===== src/hw/rtl/upc_pkg.sv =====
package upc_pkg;

	localparam logic [7:0] CH_PERCENT = 8'h25;
	localparam logic [7:0] CH_PLUS    = 8'h2B;
	localparam logic [7:0] CH_UPPER_A = 8'h41;
	localparam logic [7:0] CH_ZERO    = 8'h30;
	localparam logic [7:0] CH_SPACE   = 8'h20;

	localparam logic DIR_ENCODE = 1'b0;
	localparam logic DIR_DECODE = 1'b1;

	localparam logic [1:0] PH_IDLE = 2'd0;
	localparam logic [1:0] PH_HIGH = 2'd1;
	localparam logic [1:0] PH_LOW  = 2'd2;

	typedef struct packed {
		logic [1:0]      count;
		logic [2:0][7:0] bytes;
		logic            last;
		logic            trunc;
	} res_set_t;

	function automatic logic is_digit(input logic [7:0] b);
		return (b >= 8'h30) && (b <= 8'h39);
	endfunction

	function automatic logic is_alnum(input logic [7:0] b);
		return is_digit(b) || ((b >= 8'h41) && (b <= 8'h5A)) ||
			((b >= 8'h61) && (b <= 8'h7A));
	endfunction

	function automatic logic [7:0] nibble_char(input logic [3:0] v);
		logic [7:0] w;
		w = {4'd0, v};
		return (v > 4'd9) ? (w - 8'd10 + CH_UPPER_A) : (w + CH_ZERO);
	endfunction

	function automatic logic [7:0] digit_value(input logic [7:0] b);
		return is_digit(b) ? (b - CH_ZERO) : (b - CH_UPPER_A + 8'd10);
	endfunction

endpackage


===== src/hw/rtl/upc_conv.sv =====
module upc_conv
	import upc_pkg::*;
(
	input  logic       clk,
	input  logic       arst_n,
	input  logic       cfg_wr_en,
	input  logic       cfg_wr_data,
	input  logic [7:0] byte_s1,
	input  logic       eos_s1,
	input  logic       advance,
	output res_set_t   res
);

	logic       direction_q;
	logic [1:0] phase_q;
	logic [7:0] high_q;
	logic [1:0] phase_d;
	logic [7:0] high_d;
	logic [7:0] dv;
	logic [7:0] hp;

	always_comb begin
		res     = '0;
		phase_d = PH_IDLE;
		high_d  = high_q;
		dv      = digit_value(byte_s1);
		hp      = {dv[3:0], 4'd0};
		if (direction_q == DIR_ENCODE) begin
			if (is_alnum(byte_s1)) begin
				res.count    = 2'd1;
				res.bytes[0] = byte_s1;
			end else begin
				res.count    = 2'd3;
				res.bytes[0] = CH_PERCENT;
				res.bytes[1] = nibble_char(byte_s1[7:4]);
				res.bytes[2] = nibble_char(byte_s1[3:0]);
			end
			res.last = eos_s1;
		end else begin
			unique case (phase_q)
				PH_HIGH: begin
					if (eos_s1) begin
						res.count    = 2'd1;
						res.bytes[0] = hp;
						res.last     = 1'b1;
						res.trunc    = 1'b1;
						high_d       = 8'd0;
					end else begin
						phase_d = PH_LOW;
						high_d  = hp;
					end
				end
				PH_LOW: begin
					res.count    = 2'd1;
					res.bytes[0] = high_q | dv;
					res.last     = eos_s1;
					high_d       = 8'd0;
				end
				default: begin
					if (byte_s1 == CH_PERCENT) begin
						if (eos_s1) begin
							res.count = 2'd1;
							res.last  = 1'b1;
							res.trunc = 1'b1;
							high_d    = 8'd0;
						end else begin
							phase_d = PH_HIGH;
						end
					end else begin
						res.count    = 2'd1;
						res.bytes[0] = (byte_s1 == CH_PLUS) ? CH_SPACE : byte_s1;
						res.last     = eos_s1;
					end
				end
			endcase
		end
	end

	always_ff @(posedge clk or negedge arst_n) begin
		if (!arst_n) begin
			direction_q <= DIR_ENCODE;
			phase_q     <= PH_IDLE;
			high_q      <= 8'd0;
		end else if (cfg_wr_en) begin
			direction_q <= cfg_wr_data;
			phase_q     <= PH_IDLE;
			high_q      <= 8'd0;
		end else if (advance) begin
			phase_q <= phase_d;
			high_q  <= high_d;
		end
	end

endmodule


===== src/hw/rtl/upc_emit.sv =====
module upc_emit
	import upc_pkg::*;
(
	input  logic       clk,
	input  logic       arst_n,
	input  res_set_t   res,
	input  logic       load,
	output logic       can_load,
	output logic       out_valid,
	input  logic       out_ready,
	output logic [7:0] out_byte,
	output logic       last_out,
	output logic       truncated
);

	logic            busy_q;
	logic [1:0]      idx_q;
	logic [1:0]      count_q;
	logic [2:0][7:0] bytes_q;
	logic            last_q;
	logic            trunc_q;
	logic            take;
	logic            final_item;

	assign out_valid  = busy_q;
	assign take       = busy_q && out_ready;
	assign final_item = (idx_q == (count_q - 2'd1));
	assign can_load   = !busy_q || (take && final_item);
	assign last_out   = last_q && final_item;
	assign truncated  = trunc_q && final_item;

	always_comb begin
		unique case (idx_q)
			2'd0:    out_byte = bytes_q[0];
			2'd1:    out_byte = bytes_q[1];
			default: out_byte = bytes_q[2];
		endcase
	end

	always_ff @(posedge clk or negedge arst_n) begin
		if (!arst_n) begin
			busy_q  <= 1'b0;
			idx_q   <= 2'd0;
			count_q <= 2'd1;
		end else if (load && (res.count != 2'd0)) begin
			busy_q  <= 1'b1;
			idx_q   <= 2'd0;
			count_q <= res.count;
		end else if (take) begin
			if (final_item) begin
				busy_q <= 1'b0;
			end else begin
				idx_q <= idx_q + 2'd1;
			end
		end
	end

	always_ff @(posedge clk) begin
		if (load && (res.count != 2'd0)) begin
			bytes_q <= res.bytes;
			last_q  <= res.last;
			trunc_q <= res.trunc;
		end
	end

endmodule


===== src/hw/rtl/url_percent_codec_top.sv =====
// Path: a result is held in the input register (byte_s1), then loaded into the output register
// of upc_emit, which offers it on out_valid; a busy output register stalls that load.
// Throughput: one input byte per cycle while out_ready is high, except an encoded escape,
// which holds the input until the output register has sent all three of its bytes, one per cycle.
// Reset: arst_n clears the handshake state, the direction (encode) and the escape state.
module url_percent_codec_top
	import upc_pkg::*;
(
	input  logic       clk,
	input  logic       arst_n,
	input  logic       cfg_wr_en,
	input  logic       cfg_wr_data,
	input  logic       in_valid,
	output logic       in_ready,
	input  logic [7:0] in_byte,
	input  logic       end_of_string,
	output logic       out_valid,
	input  logic       out_ready,
	output logic [7:0] out_byte,
	output logic       last_out,
	output logic       truncated
);

	logic       valid_s1;
	logic [7:0] byte_s1;
	logic       eos_s1;
	logic       can_load;
	logic       advance;
	res_set_t   res;

	assign advance  = valid_s1 && can_load;
	assign in_ready = !valid_s1 || advance;

	always_ff @(posedge clk or negedge arst_n) begin
		if (!arst_n) begin
			valid_s1 <= 1'b0;
		end else if (in_ready) begin
			valid_s1 <= in_valid;
		end
	end

	always_ff @(posedge clk) begin
		if (in_ready && in_valid) begin
			byte_s1 <= in_byte;
			eos_s1  <= end_of_string;
		end
	end

	upc_conv u_conv (
		.clk         (clk),
		.arst_n      (arst_n),
		.cfg_wr_en   (cfg_wr_en),
		.cfg_wr_data (cfg_wr_data),
		.byte_s1     (byte_s1),
		.eos_s1      (eos_s1),
		.advance     (advance),
		.res         (res)
	);

	upc_emit u_emit (
		.clk       (clk),
		.arst_n    (arst_n),
		.res       (res),
		.load      (advance),
		.can_load  (can_load),
		.out_valid (out_valid),
		.out_ready (out_ready),
		.out_byte  (out_byte),
		.last_out  (last_out),
		.truncated (truncated)
	);

endmodule

===== config.mk =====
export PLATFORM = sky130hd
export DESIGN_NAME = url_percent_codec_top
export DESIGN_NICKNAME = d
export VERILOG_FILES = /design/src/hw/rtl/upc_pkg.sv /design/src/hw/rtl/upc_conv.sv /design/src/hw/rtl/upc_emit.sv /design/src/hw/rtl/url_percent_codec_top.sv
export SDC_FILE = /design/constraint.sdc
export NUM_CORES = 1
export LEC_CHECK = 0
export BUFFER_PORTS_ARGS = -buffer_cell sky130_fd_sc_hd__buf_2
export CORE_AREA = 5 5 97 72
export CTS_CLUSTER_SIZE = 16
export DETAILED_ROUTE_END_ITERATION = 7
export DIE_AREA = 0 0 102 77
export PLACE_DENSITY = 0.74
export SLEW_MARGIN = 10
export SYNTH_ARGS = -nofsm -noshare
export SYNTH_HDL_FRONTEND = slang
export SYNTH_SLANG_ARGS = --single-unit

===== constraint.sdc =====
create_clock -name clk -period 3 [get_ports clk]
set_input_delay 0.15 -clock clk [delete_from_list [all_inputs] [get_ports clk]]
set_output_delay 0.15 -clock clk [all_outputs]
set_load 0.05 [all_outputs]

==> impl_metrics.yaml <==
setup_path:
  endpoint_kind: "flop"
  required_ps: 3050
  reg2reg_slack_ps: 460
  cp-start-kind: "flop"
  startpoint: "byte_s1[0]"
  critical_path.endpoint: "u_emit.bytes_q[1]"
  r2r-start: "byte_s1[0]"
  worstSetupPathType: "flop to flop"
  cp.arrival_ps: 2600
  reg2reg_to: "u_emit.bytes_q[1]"
  path_max_fanout: 19
  r2r_cells: 7
cts:
  clk_latency_ps: 300
  cts_buffer_depth: 2
  clockRootBuffer: "clkbuf_8"
  clk_pin_slew_ps: 90
  clkSinkCount: 46
  cts_setup_buffers: 0
  cts_tree: "built"
  cts_made_buffers: 5
  htreeDepth: 2
layout:
  synthToLayoutAreaGrowth_pct: 12.0
  final_cell_mix: "33 x edfxtp_1, 32 x nand2_1, 26 x buf_2"
  drive_gt1_share_pct: 18.9
  diodes: 0
  finalNonFillerCells: 428
  fin_util_pct: 57.6
  mostFrequentLayoutCell: "edfxtp_1"
  nets: 385
  fill_cells: 524
placed_design:
  hpwl_mm: 5.53
  placed_cells: 418
  gp_congestion: 1.03
  io_buffer_count: 26
logic_synthesis:
  synth_seq_area_share_pct: 42.8
  ys_seq_elements: 46
  synth_area_leader_cell: "edfxtp_1"
  syn_area_per_cell_um2: 9.70
  synthTopCellsByArea: "edfxtp_1 32%, dfrtp_1 9.8%, ha_1 8.5%, nand2_1 3.9%, a21oi_1 3.3%"
  ys_warn_count: 0
  synth_nets: 353
  synth_top_area_share_pct: 32.2
  syn_area_um2: 3080
  synth_edf_count: 33
  synth_cell_types: 63
  synthArstFlopShare_pct: 28.3
  synthFlopType: "edfxtp_1"
  syn_inst: 317
route:
  drt-wirelength-per-cell_um: 17.2
  firstDrtPassIters: 5
  vias_per_cell: 5.93
  antenna_left: 0
  drt-initial-drc-count: 223
  vias: 2536
  finalWirelength_mm: 7.38
  drc: 0
global_route:
  grt.overflow.total: 0
  grt_start_max_net_pins: 24
  grt_pass1_wl_mm: 12.1
  grt_util_all_layers_pct: 19.7
  grt_antenna_before_repair: 0
  grt_pass1_vias: 2369
worst_hold_path:
  hp-class: "input pin to flop"
power_and_ir_drop:
  ir_drop_mv: 0.374
  power.total_uw: 3200
  power_density_nw_per_um2: 929
  leakagePower_uw: 0.00145
timing:
  setup_violations: 0
  drv_slew: 0
  whs_ps: 16.0
  timing.fmax_mhz: 393
  min_period_ps: 2540
  slew_headroom_pct: 45.4
  skew_ps: 8.62
  worst_pin_slew_ps: 816
  fin_crit_sh_pct: 84.8
  rsz0062_at_grt: "false"
  hold_viol_final: 0
  tns_ps: 0
floorplan:
  io_pins: 27
  dieArea_um2: 7850
  core_um2: 5980
  die_w_um: 102
  die_h_um: 77
  rows: 24
  start_util_pct: 51.5
flow_run:
  maxCapViolations: 0
run_status:
  outcome: "finished, final reports clean"
-- flip-flops by register name, indices dropped and copies added, names as in the netlist --
register	flops
byte_s1	8
eos_s1	1
u_conv.direction_q	1
u_conv.high_q	4
u_conv.phase_q	2
u_emit.bytes_q	22
u_emit.count_q	2
u_emit.idx_q	2
u_emit.last_q	1
u_emit.out_valid	1
u_emit.trunc_q	1
valid_s1	1
-- per-stage QoR --
step                      area, um^2  setup slack [ps]
after global placement          3340               545
final                           3440               455
after detailed placement        3340               503
after floorplan                 3080               405
after CTS                       3430               502
after global routing            3440               259
-- cell families after synthesis --
family	Yosys count	share of synthesized area, %
multiplexers	2	0.814
adder cells (fa/ha/maj)	21	8.54
buffers and inverters	35	4.72
flip-flops	46	42.8
XOR/XNOR	12	3.42
AND/OR/NAND/NOR	111	18.7
AO/OA/AOI/OAI	90	21.0
-- final cells by class --
type | count | area, um^2 | share of cell area [%]
tap | 78 | 97.6 | 2.83
sequential | 46 | 1320 | 38.3
clock inverter | 2 | 12.5 | 0.363
inverter | 17 | 63.8 | 1.85
timing repair buffer | 43 | 263 | 7.63
clock buffer | 6 | 72.6 | 2.11
multi-input combinational | 236 | 1620 | 46.9
-- cells in the mapped netlist (all sizes together), types with 2 or more instances --
library cell / number
o21ai: 13
a31oi: 5
nor2: 23
a32oi: 2
o22ai: 3
buf: 10
a22oi: 7
xor2: 4
and2: 4
a21o: 7
a21oi: 20
o2bb2ai: 5
nand2: 32
ha: 21
a311oi: 2
o211a: 2
o211ai: 2
nor3b: 4
nand2b: 5
and4b: 2
nor2b: 6
o21a: 2
clkbuf: 8
edfxtp: 33
xnor2: 8
nor4: 2
and3: 2
nand3: 12
or2: 3
dfrtp: 12
nor3: 7
a211oi: 3
nand4: 4
inv: 17
a21boi: 4
-- report_power, final --
part,switching (uW),internal [uW],total (uW)
Sequential,112,974,1090
Clock,206,165,371
Combinational,1210,532,1740
Total,1530,1670,3200
-- layer usage --
metal	vias up	GRT usage, %	part of all wire (%)
met4	0	4.72	1.4
met5	-	0	0
met2	146	27.2	41
met1	1151	29.0	46
met3	17	7.43	11
li1	1222	-	-
-- timing repair --
action / in CTS / in global routing
hold endpoints to repair: 12 / 1
resized for setup: 0 / 0
hold buffers: 1 / 1
-- critical path, stage by stage (launching register included) --
cell and delay, ps:
edfxtp_1 390, buf_4 190, ha_1 280, nor4b_2 300, o21ai_0 180, a221oi_2 320, o211ai_2 380, a21boi_0 260
-- worst min-delay path by stage --
stage | from | endpoint | slack (ps) | cells past startpoint
5_1_grt | in_byte[0] | byte_s1[0] | 9 | 1
3_3_place_gp | arst_n | u_conv.high_q[4] | 60 | 1
2_1_floorplan | arst_n | u_conv.direction_q | -150 | 0
3_5_place_dp | arst_n | u_conv.high_q[4] | 60 | 1
6_report | in_byte[7] | byte_s1[7] | 20 | 1
4_1_cts | end_of_string | eos_s1 | 8 | 1
(Power assumes the default switching activity.)
